[src/sv/truecolor_pixel_to_rgb888_unit_defines.svh]
// Assertion macros shared by the pixel converter modules.
// TRC_ASSERT expects clk and arst_n in scope; the other only clk.
`ifndef TRUECOLOR_PIXEL_TO_RGB888_UNIT_DEFINES_SVH
`define TRUECOLOR_PIXEL_TO_RGB888_UNIT_DEFINES_SVH

`ifndef NO_ASSERTIONS

// Check a property once reset is released.
`define TRC_ASSERT(label, prop, msg) \
	label: assert property (@(posedge clk) disable iff (!arst_n) prop) else $error(msg);

// Check a property on every edge, reset included.
`define TRC_ASSERT_ALWAYS(label, prop, msg) \
	label: assert property (@(posedge clk) prop) else $error(msg);

`else

`define TRC_ASSERT(label, prop, msg)
`define TRC_ASSERT_ALWAYS(label, prop, msg)

`endif

`endif

[src/sv/trc_pkg.sv]
package trc_pkg;

	localparam int unsigned NUM_CH              = 3;
	localparam int unsigned DIV_STEPS_PER_STAGE = 2;

	// Register indexes of the configuration port
	typedef enum logic [2:0] {
		REG_PIXEL_MODE = 3'd0,
		REG_BYTE_ORDER = 3'd1,
		REG_RED_MASK   = 3'd2,
		REG_GREEN_MASK = 3'd3,
		REG_BLUE_MASK  = 3'd4
	} cfg_reg_t;

	// Pixel modes (the unused code behaves as 16 bpp)
	typedef enum logic [1:0] {
		MODE_16 = 2'd0,
		MODE_24 = 2'd1,
		MODE_32 = 2'd2
	} pix_mode_t;

	localparam logic [1:0]        PIXEL_MODE_RST = MODE_32;
	localparam logic              BYTE_ORDER_RST = 1'b0;
	// Channel 0 red, 1 green, 2 blue
	localparam logic [2:0][31:0]  MASK_RST = {32'h0000_00FF, 32'h0000_FF00, 32'h00FF_0000};

	typedef struct packed {
		logic [7:0] byte_zero;
		logic [7:0] byte_one;
		logic [7:0] byte_two;
		logic [7:0] byte_three;
		logic       row_end_in;
	} pix_in_t;

	typedef struct packed {
		logic [7:0] red_out;
		logic [7:0] green_out;
		logic [7:0] blue_out;
		logic       row_end_out;
	} pix_out_t;

	// Decoded configuration, per channel shift, maximum and zero-mask flag
	typedef struct packed {
		logic [1:0]             mode;
		logic                   msb_first;
		logic [2:0][4:0]        shift;
		logic [2:0][15:0]       chan_max;
		logic [2:0]             zero;
		logic                   fast;
	} cfg_t;

	// First stage: masked channel values or final bytes for the direct paths
	typedef struct packed {
		logic [2:0][15:0] chan;
		logic [2:0][7:0]  dbyte;
		logic [2:0]       zero;
		logic             direct;
		logic             row_end;
	} s1_t;

	// Divider stages: partial remainder and quotient per channel
	typedef struct packed {
		logic [2:0][23:0] rem;
		logic [2:0][7:0]  quo;
		logic [2:0][7:0]  dbyte;
		logic [2:0]       zero;
		logic             direct;
		logic             row_end;
	} div_t;

	function automatic logic [4:0] low_bit_index(logic [31:0] m);
		logic [4:0] idx;
		idx = '0;
		for (int i = 31; i >= 0; i--) begin
			if (m[i]) idx = 5'(i);
		end
		return idx;
	endfunction

	function automatic logic [15:0] chan_max(logic [31:0] m);
		logic [31:0] s;
		s = m >> low_bit_index(m);
		return s[15:0];
	endfunction

	// Two restoring division steps per channel; divisor aligned at bit 7
	function automatic div_t div_pair(div_t d, logic [2:0][15:0] mx);
		div_t        r;
		logic [23:0] dv;
		r = d;
		for (int ch = 0; ch < NUM_CH; ch++) begin
			dv = 24'(mx[ch]) << 7;
			for (int k = 0; k < DIV_STEPS_PER_STAGE; k++) begin
				if (r.rem[ch] >= dv) begin
					r.rem[ch] = r.rem[ch] - dv;
					r.quo[ch] = {r.quo[ch][6:0], 1'b1};
				end else begin
					r.quo[ch] = {r.quo[ch][6:0], 1'b0};
				end
				r.rem[ch] = r.rem[ch] << 1;
			end
		end
		return r;
	endfunction

endpackage

[src/sv/trc_cfg.sv]
`include "truecolor_pixel_to_rgb888_unit_defines.svh"

module trc_cfg (
	input  logic               clk,
	input  logic               arst_n,
	input  logic               cfg_wen,
	input  logic [2:0]         cfg_index,
	input  logic [31:0]        cfg_wdata,
	output trc_pkg::cfg_t      cfg
);

	logic [1:0]       mode_q;
	logic             msb_q;
	logic [2:0][4:0]  shift_q;
	logic [2:0][15:0] max_q;
	logic [2:0]       zero_q;

	logic [4:0]  wr_shift;
	logic [31:0] wr_shifted;
	logic        wr_zero;

	// Decode a mask on its way in
	always_comb begin
		wr_shift   = trc_pkg::low_bit_index(cfg_wdata);
		wr_shifted = cfg_wdata >> wr_shift;
		wr_zero    = (cfg_wdata == 32'h0);
	end

	// Hold the registers, update on a write
	always_ff @(posedge clk or negedge arst_n) begin
		if (!arst_n) begin
			mode_q <= trc_pkg::PIXEL_MODE_RST;
			msb_q  <= trc_pkg::BYTE_ORDER_RST;
			for (int ch = 0; ch < trc_pkg::NUM_CH; ch++) begin
				shift_q[ch] <= trc_pkg::low_bit_index(trc_pkg::MASK_RST[ch]);
				max_q[ch]   <= trc_pkg::chan_max(trc_pkg::MASK_RST[ch]);
				zero_q[ch]  <= (trc_pkg::MASK_RST[ch] == 32'h0);
			end
		end else if (cfg_wen) begin
			case (cfg_index)
				trc_pkg::REG_PIXEL_MODE: mode_q <= cfg_wdata[1:0];
				trc_pkg::REG_BYTE_ORDER: msb_q  <= cfg_wdata[0];
				trc_pkg::REG_RED_MASK: begin
					shift_q[0] <= wr_shift;
					max_q[0]   <= wr_shifted[15:0];
					zero_q[0]  <= wr_zero;
				end
				trc_pkg::REG_GREEN_MASK: begin
					shift_q[1] <= wr_shift;
					max_q[1]   <= wr_shifted[15:0];
					zero_q[1]  <= wr_zero;
				end
				trc_pkg::REG_BLUE_MASK: begin
					shift_q[2] <= wr_shift;
					max_q[2]   <= wr_shifted[15:0];
					zero_q[2]  <= wr_zero;
				end
				default: ;
			endcase
		end
	end

	// Fast path: every channel present and eight bits wide
	always_comb begin
		cfg.mode      = mode_q;
		cfg.msb_first = msb_q;
		cfg.shift     = shift_q;
		cfg.chan_max  = max_q;
		cfg.zero      = zero_q;
		cfg.fast      = (zero_q == 3'b000) && (max_q[0] == 16'h00FF) &&
			(max_q[1] == 16'h00FF) && (max_q[2] == 16'h00FF);
	end

	`TRC_ASSERT(a_red_zero_max, zero_q[0] == (max_q[0] == 16'h0), "red zero flag and maximum disagree")
	`TRC_ASSERT(a_blue_zero_max, zero_q[2] == (max_q[2] == 16'h0), "blue zero flag and maximum disagree")

endmodule

[src/sv/trc_front.sv]
`include "truecolor_pixel_to_rgb888_unit_defines.svh"

module trc_front (
	input  logic              clk,
	input  logic              arst_n,
	input  trc_pkg::cfg_t     cfg,
	input  logic              pixel_valid,
	output logic              pixel_ready,
	input  trc_pkg::pix_in_t  pixel,
	output logic              fwd_valid,
	input  logic              fwd_ready,
	output trc_pkg::div_t     fwd
);

	logic              vld_s1;
	trc_pkg::s1_t      data_s1;
	logic              vld_s2;
	trc_pkg::div_t     data_s2;

	logic              rdy_s1;
	logic              rdy_s2;
	logic [31:0]       word;
	logic [2:0][31:0]  sh;
	logic [2:0][7:0]   bytes;
	logic              mode24;
	logic              mode32;
	trc_pkg::s1_t      nxt_s1;
	trc_pkg::div_t     nxt_s2;

	assign rdy_s2      = !vld_s2 || fwd_ready;
	assign rdy_s1      = !vld_s1 || rdy_s2;
	assign pixel_ready = rdy_s1;

	// Assemble the pixel word and pull each channel down to bit 0
	always_comb begin
		mode24 = (cfg.mode == trc_pkg::MODE_24);
		mode32 = (cfg.mode == trc_pkg::MODE_32);
		bytes  = {pixel.byte_two, pixel.byte_one, pixel.byte_zero};
		if (mode32) begin
			if (cfg.fast) begin
				word = cfg.msb_first ?
					{8'h00, pixel.byte_one, pixel.byte_two, pixel.byte_three} :
					{8'h00, pixel.byte_two, pixel.byte_one, pixel.byte_zero};
			end else begin
				word = cfg.msb_first ?
					{pixel.byte_zero, pixel.byte_one, pixel.byte_two, pixel.byte_three} :
					{pixel.byte_three, pixel.byte_two, pixel.byte_one, pixel.byte_zero};
			end
		end else begin
			word = cfg.msb_first ?
				{16'h0000, pixel.byte_zero, pixel.byte_one} :
				{16'h0000, pixel.byte_one, pixel.byte_zero};
		end
		for (int ch = 0; ch < trc_pkg::NUM_CH; ch++) begin
			sh[ch]            = word >> cfg.shift[ch];
			nxt_s1.chan[ch]   = sh[ch][15:0] & cfg.chan_max[ch];
			nxt_s1.dbyte[ch]  = mode24 ? bytes[ch] : sh[ch][7:0];
		end
		nxt_s1.zero    = cfg.zero;
		nxt_s1.direct  = mode24 || (mode32 && cfg.fast);
		nxt_s1.row_end = pixel.row_end_in;
	end

	// Form the rounded numerator c*255 + max/2
	always_comb begin
		for (int ch = 0; ch < trc_pkg::NUM_CH; ch++) begin
			nxt_s2.rem[ch] = (24'(data_s1.chan[ch]) << 8) - 24'(data_s1.chan[ch]) +
				24'(cfg.chan_max[ch] >> 1);
			nxt_s2.quo[ch] = 8'h00;
		end
		nxt_s2.dbyte   = data_s1.dbyte;
		nxt_s2.zero    = data_s1.zero;
		nxt_s2.direct  = data_s1.direct;
		nxt_s2.row_end = data_s1.row_end;
	end

	// Advance valid bits when the next stage has room
	always_ff @(posedge clk or negedge arst_n) begin
		if (!arst_n) begin
			vld_s1 <= 1'b0;
			vld_s2 <= 1'b0;
		end else begin
			if (rdy_s1) vld_s1 <= pixel_valid;
			if (rdy_s2) vld_s2 <= vld_s1;
		end
	end

	// Load payload only with a request behind it
	always_ff @(posedge clk) begin
		if (rdy_s1 && pixel_valid) data_s1 <= nxt_s1;
		if (rdy_s2 && vld_s1) data_s2 <= nxt_s2;
	end

	assign fwd_valid = vld_s2;
	assign fwd       = data_s2;

	`TRC_ASSERT(a_chan_in_range, vld_s1 |-> (data_s1.chan[1] <= cfg.chan_max[1]), "green channel above its maximum")
	`TRC_ASSERT(a_num_in_range, vld_s2 && !data_s2.zero[0] |-> (data_s2.rem[0] < (24'(cfg.chan_max[0]) << 8)), "red numerator gives a quotient above 255")

endmodule

[src/sv/trc_div.sv]
`include "truecolor_pixel_to_rgb888_unit_defines.svh"

module trc_div (
	input  logic           clk,
	input  logic           arst_n,
	input  trc_pkg::cfg_t  cfg,
	input  logic           fwd_valid,
	output logic           fwd_ready,
	input  trc_pkg::div_t  fwd,
	output logic           res_valid,
	input  logic           res_ready,
	output trc_pkg::div_t  res
);

	logic           vld_s3;
	logic           vld_s4;
	logic           vld_s5;
	logic           vld_s6;
	trc_pkg::div_t  data_s3;
	trc_pkg::div_t  data_s4;
	trc_pkg::div_t  data_s5;
	trc_pkg::div_t  data_s6;

	logic           rdy_s3;
	logic           rdy_s4;
	logic           rdy_s5;
	logic           rdy_s6;

	assign rdy_s6    = !vld_s6 || res_ready;
	assign rdy_s5    = !vld_s5 || rdy_s6;
	assign rdy_s4    = !vld_s4 || rdy_s5;
	assign rdy_s3    = !vld_s3 || rdy_s4;
	assign fwd_ready = rdy_s3;

	// Advance valid bits through the divider
	always_ff @(posedge clk or negedge arst_n) begin
		if (!arst_n) begin
			vld_s3 <= 1'b0;
			vld_s4 <= 1'b0;
			vld_s5 <= 1'b0;
			vld_s6 <= 1'b0;
		end else begin
			if (rdy_s3) vld_s3 <= fwd_valid;
			if (rdy_s4) vld_s4 <= vld_s3;
			if (rdy_s5) vld_s5 <= vld_s4;
			if (rdy_s6) vld_s6 <= vld_s5;
		end
	end

	// Retire two quotient bits per stage, most significant first
	always_ff @(posedge clk) begin
		if (rdy_s3 && fwd_valid) data_s3 <= trc_pkg::div_pair(fwd, cfg.chan_max);
		if (rdy_s4 && vld_s3) data_s4 <= trc_pkg::div_pair(data_s3, cfg.chan_max);
		if (rdy_s5 && vld_s4) data_s5 <= trc_pkg::div_pair(data_s4, cfg.chan_max);
		if (rdy_s6 && vld_s5) data_s6 <= trc_pkg::div_pair(data_s5, cfg.chan_max);
	end

	assign res_valid = vld_s6;
	assign res       = data_s6;

	`TRC_ASSERT(a_rem_bounded, vld_s6 && !data_s6.zero[2] |-> (data_s6.rem[2] < (24'(cfg.chan_max[2]) << 8)), "blue remainder out of range after last step")

endmodule

[src/sv/truecolor_pixel_to_rgb888_unit.sv]
// Framebuffer pixel to RGB888 converter.
// Pixel channel (pixel_valid / pixel_ready / pixel) takes up to four raw bytes
// in memory order and a row-end mark; the rgb channel (rgb_valid / rgb_ready /
// rgb) returns 8-bit red, green and blue with the mark copied through.
// The configuration port writes one register per cycle with cfg_wen high:
// index 0 pixel mode, 1 byte order, 2..4 red, green and blue masks. Mask
// shift and maximum are decoded as the mask is written. Write only while no
// request is in flight.
// Six register stages: word assembly and channel shift, the rounded numerator
// c*255 + max/2, then four divider stages that retire two quotient bits each.
// rgb_valid rises once the pixel has passed through all of these stages in order.
// One pixel is accepted every cycle while the pipeline is not stalled.
// Reset clears all pipeline valid bits and loads 32 bpp, least significant
// byte first, masks 0xFF0000, 0x00FF00 and 0x0000FF.
// When rgb_ready is low the last stage holds its result and stages behind it
// keep filling until the pipeline is full; pixel_ready then drops. Nothing
// is lost or repeated.
`include "truecolor_pixel_to_rgb888_unit_defines.svh"

module truecolor_pixel_to_rgb888_unit (
	input  logic               clk,
	input  logic               arst_n,
	input  logic               cfg_wen,
	input  logic [2:0]         cfg_index,
	input  logic [31:0]        cfg_wdata,
	input  logic               pixel_valid,
	output logic               pixel_ready,
	input  trc_pkg::pix_in_t   pixel,
	output logic               rgb_valid,
	input  logic               rgb_ready,
	output trc_pkg::pix_out_t  rgb
);

	trc_pkg::cfg_t  cfg;
	logic           fwd_valid;
	logic           fwd_ready;
	trc_pkg::div_t  fwd;
	trc_pkg::div_t  res;
	logic [2:0][7:0] chan_out;

	trc_cfg u_cfg (
		.clk       (clk),
		.arst_n    (arst_n),
		.cfg_wen   (cfg_wen),
		.cfg_index (cfg_index),
		.cfg_wdata (cfg_wdata),
		.cfg       (cfg)
	);

	trc_front u_front (
		.clk         (clk),
		.arst_n      (arst_n),
		.cfg         (cfg),
		.pixel_valid (pixel_valid),
		.pixel_ready (pixel_ready),
		.pixel       (pixel),
		.fwd_valid   (fwd_valid),
		.fwd_ready   (fwd_ready),
		.fwd         (fwd)
	);

	trc_div u_div (
		.clk       (clk),
		.arst_n    (arst_n),
		.cfg       (cfg),
		.fwd_valid (fwd_valid),
		.fwd_ready (fwd_ready),
		.fwd       (fwd),
		.res_valid (rgb_valid),
		.res_ready (rgb_ready),
		.res       (res)
	);

	// Pick the direct byte, zero for an empty mask, or the quotient
	always_comb begin
		for (int ch = 0; ch < trc_pkg::NUM_CH; ch++) begin
			if (res.direct) begin
				chan_out[ch] = res.dbyte[ch];
			end else if (res.zero[ch]) begin
				chan_out[ch] = 8'h00;
			end else begin
				chan_out[ch] = res.quo[ch];
			end
		end
		rgb.red_out     = chan_out[0];
		rgb.green_out   = chan_out[1];
		rgb.blue_out    = chan_out[2];
		rgb.row_end_out = res.row_end;
	end

	`TRC_ASSERT(a_empty_accepts, !rgb_valid |-> pixel_ready, "pipeline refuses a request while its output stage is empty")

endmodule

[config.mk]
export PLATFORM = sky130hd
export DESIGN_NAME = truecolor_pixel_to_rgb888_unit
export DESIGN_NICKNAME = d
export VERILOG_FILES = /design/src/sv/trc_pkg.sv /design/src/sv/trc_cfg.sv /design/src/sv/trc_front.sv /design/src/sv/trc_div.sv /design/src/sv/truecolor_pixel_to_rgb888_unit.sv
export VERILOG_INCLUDE_DIRS = /design/src /design/src/sv
export SDC_FILE = /design/constraint.sdc
export NUM_CORES = 2
export LEC_CHECK = 0
export ABC_AREA = 1
export BUFFER_PORTS_ARGS = -buffer_cell sky130_fd_sc_hd__buf_2
export CAP_MARGIN = 0
export CORE_MARGIN = 10
export CORE_UTILIZATION = 62
export CTS_CLUSTER_DIAMETER = 100
export DETAILED_ROUTE_END_ITERATION = 8
export GPL_ROUTABILITY_DRIVEN = 0
export HOLD_SLACK_MARGIN = 0.1
export PLACE_DENSITY_LB_ADDON = 0.05
export SYNTH_ARGS = -nofsm -noshare
export SYNTH_HDL_FRONTEND = slang
export SYNTH_SLANG_ARGS = --single-unit
[constraint.sdc]
create_clock -name clk -period 7.38 [get_ports clk]
set_input_delay 1.476 -clock clk [delete_from_list [all_inputs] [get_ports clk]]
set_output_delay 1.476 -clock clk [all_outputs]
set_load 0.02 [all_outputs]
==> results.py <==
metrics = {
    "logic_synthesis": {
        "synth_seq_cells": 609,
        "synth_largest_area_cell": "edfxtp_1",
        "synth.avg_cell_area_sq_um": 8.30,
        "ys_top_cells_by_area": "edfxtp_1 34%, ha_1 13%, nand2_1 9.4%, o21ai_0 6.4%, a21oi_1 5.4%",
        "ys_seq_area_share_pct": 37.9,
        "async_reset_ff_share_pct": 12.3,
        "yosysWarnings": 0,
        "netlist.area_leader.share_pct": 33.9,
        "synth_ff_type": "edfxtp_1",
        "synth_cell_types": 70,
        "synth_edf_count": 534,
        "synth_area_sq_um": 47300,
        "syn-num-nets": 6300,
        "synthCells": 5705,
    },
    "setup_path": {
        "worstPathRequired_ns": 7.74,
        "crit_end": "u_div.data_s5[86]$_DFFE_PP_",
        "crit_path_start_kind": "register",
        "worstPathArrival_ns": 6.99,
        "critPathKind": "reg2reg",
        "cp-startpoint": "u_cfg.cfg[21]$_DFFE_PN1P_",
        "worstRegToRegCells": 36,
        "timing.rr.end": "u_div.data_s5[86]$_DFFE_PP_",
        "rrSetupSlack_ns": 0.75,
        "r2r_start": "u_cfg.cfg[21]$_DFFE_PN1P_",
        "critical_path.max_fanout": 30,
        "cp_common_cell": "nand2_1",
        "cpPeakStageDelay_ns": 0.63,
        "end_kind": "register",
        "cp_slowest_cell": "dfstp_2",
    },
    "timing": {
        "max_freq_mhz": 151,
        "hold_viol_final": 0,
        "post-route-period-util_pct": 89.8,
        "rsz0062_at_grt": "no",
        "fin_hold_ws_ns": 0.412,
        "setup_viol": 0,
        "slew_headroom_pct": 21.8,
        "fin_setup_tns_ns": 0,
        "finalMaxSlewViolations": 0,
        "tightest_slew_ns": 1.17,
        "period_minus_slack_ns": 6.63,
        "fin_skew_ns": 0.0303,
    },
    "place": {
        "dpl.cell_count": 6664,
        "portBuffers": 99,
        "hpwlAfterDp_um": 103000,
    },
    "final_layout": {
        "final_nets": 6354,
        "drive_above_1_share_pct": 6.73,
        "area_growth_pct": 8.01,
        "post-route-util_pct": 67.4,
        "final_cells": 6797,
        "n_fill_cell": 6282,
    },
    "global_route": {
        "grt_usage_pct": 30.0,
        "first_global_vias": 37600,
        "grt_start_max_net_pins": 102,
        "antenna_found_initial": 13,
        "grt_first_pass_wirelength_um": 206000,
        "grt_overflow": 0,
    },
    "clock_network": {
        "numCtsBuffers": 70,
        "clkTransAtPathRegs_ns": 0.06,
        "ctsRootBufferMaster": "clkbuf_16",
        "cts.sinks": 609,
        "insertion_delay_ns": 0.64,
        "cts_tree": "done",
        "postCtsSetupBuffers": 0,
        "htreeDepth": 3,
        "cts_buffer_depth": 3,
        "hold_buffers": 0,
    },
    "floorplanning": {
        "die_h_um": 296,
        "fp.coreArea_sq_um": 75800,
        "fp.dieArea_sq_um": 87800,
        "io_pins": 100,
        "std_cell_rows": 101,
        "fp.dieW_um": 296,
        "start_util_pct": 62.4,
    },
    "hold_path": {
        "hp-class": "reg2reg",
        "whs_path_depth": 0,
        "min_from": "u_front.fwd[17]$_DFFE_PP_",
    },
    "job": {
        "cap_violations": 0,
    },
    "status": {
        "status": "finished clean",
    },
    "route": {
        "drt_iter0_drc": 4209,
        "wl_per_cell_um": 19.5,
        "routed_wirelength_um": 133000,
        "via_per_inst": 5.96,
        "ant_nets": 0,
        "firstDrtPassIters": 6,
        "vias": 40500,
        "drt_drc_violations_left": 0,
    },
}
cells in the final DEF, fill, tap and decap left out, drive strengths merged, types with 20 or more instances in the layout:
master / instances
nand2: 1192
o21ai: 684
inv: 579
edfxtp: 534
a21oi: 509
ha: 477
nor2: 349
nand3: 311
xor2: 189
buf: 167
xnor2: 154
clkbuf: 89
o21bai: 59
dfrtp: 48
fa: 45
nor3: 44
nor4: 37
o211ai: 37
nand4: 35
a31oi: 32
clkinv: 32
dfstp: 27
mux2i: 21
a21o: 20
layer usage:
layer	vias up	wire length [um]	global-route usage, %
li1	19900	-	-
met1	18700	58100	42.6
met2	1607	56600	45.2
met3	277	13100	6.04
met4	2	4800	10.4
met5	-	4	0
Yosys cell counts (10+ instances only):
master	number
ha_1	477
mux2i_1	21
nor2_1	349
o21a_1	16
inv_2	14
o21ai_0	601
nand2_1	1183
nand4_1	35
or2_2	15
a21oi_1	508
inv_1	559
o31ai_1	10
a31oi_1	32
nor4_1	37
xnor2_1	154
nand3_2	19
dfstp_2	27
fa_1	45
dfrtp_1	48
o211ai_1	37
nand3_1	292
a211oi_1	12
nor3_1	43
buf_1	17
edfxtp_1	534
o21bai_1	58
xor2_1	189
clkbuf_1	110
buf_2	49
o21ai_1	75
a21o_1	20
final cells by class:
class	count	area, sq um	area share [%]
Tap cell	978	1220	2.39
Antenna cell	6	15.0	0.0294
Clock buffer	89	1860	3.64
Multi-Input combinational cell	4327	26400	51.7
Timing Repair inverter	1	7.51	0.0147
Timing Repair Buffer	167	1020	2.00
Sequential cell	609	17900	35.1
Inverter	583	2200	4.30
Clock inverter	37	442	0.864
flip-flops by register name (all words and copies together) (netlist names):
signal,cells
u_div.vld_s3,1
u_cfg.mode_q,2
u_front.vld_s1,1
u_front.fwd,101
u_front.fwd_valid,1
u_div.vld_s5,1
u_front.data_s1,77
u_cfg.zero_q,3
u_div.vld_s4,1
u_div.data_s4,101
u_cfg.cfg,63
u_div.data_s3,101
u_div.res,53
u_cfg.msb_q,1
u_div.data_s5,101
u_div.res_valid,1
metrics by stage:
step / instance area [sq um] / setup WS, ns
after detailed placement: 48800 / 0.814
after CTS: 51100 / 0.716
after global routing: 51100 / 0.0113
after floorplan: 47300 / 0.640
after global placement: 48800 / 0.921
final: 51100 / 0.754
critical path: cells and delay by family, from the launching register on:
family / cells / cell delay (ns)
compound gates: 16 / 2.79
fa+ha+maj: 2 / 0.71
simple gates: 15 / 1.17
flops: 1 / 0.63
mux: 1 / 0.45
buf+inv: 2 / 0.58
cell families (layout without fill, tap and decap cells):
kind of cell / count (synthesis) / after routing / share of synthesized area [%]
simple gates: 1994 / 1994 / 17.5
compound gates: 1440 / 1440 / 16.7
buf+inv: 769 / 877 / 6.37
flops: 609 / 609 / 37.9
fa+ha+maj: 522 / 522 / 14.5
xor+xnor: 343 / 343 / 6.35
mux: 28 / 28 / 0.611
other cells: 0 / 6 / 0
worst min path at each step:
| stage | end | slack (ns) |
|---|---|---|
| final | u_div.data_s3[17]$_DFFE_PP_ | 0.41 |
| after global routing | u_div.data_s3[17]$_DFFE_PP_ | 0.42 |
| after CTS | u_front.fwd[15]$_DFFE_PP_ | 0.41 |
| after detailed placement | u_div.data_s3[13]$_DFFE_PP_ | 0.40 |
| after global placement | u_div.data_s3[1]$_DFFE_PP_ | 0.40 |
| after floorplan | u_div.data_s3[0]$_DFFE_PP_ | 0.40 |
repair_timing:
action | in CTS | in global routing
setup endpoints to repair | 0 | 15
resized for setup | 0 | 2
endpoints found under the hold margin | 0 | 0
Power is not shown: default switching activity piles up to over one toggle a cycle in this logic, so the estimate is an artifact.
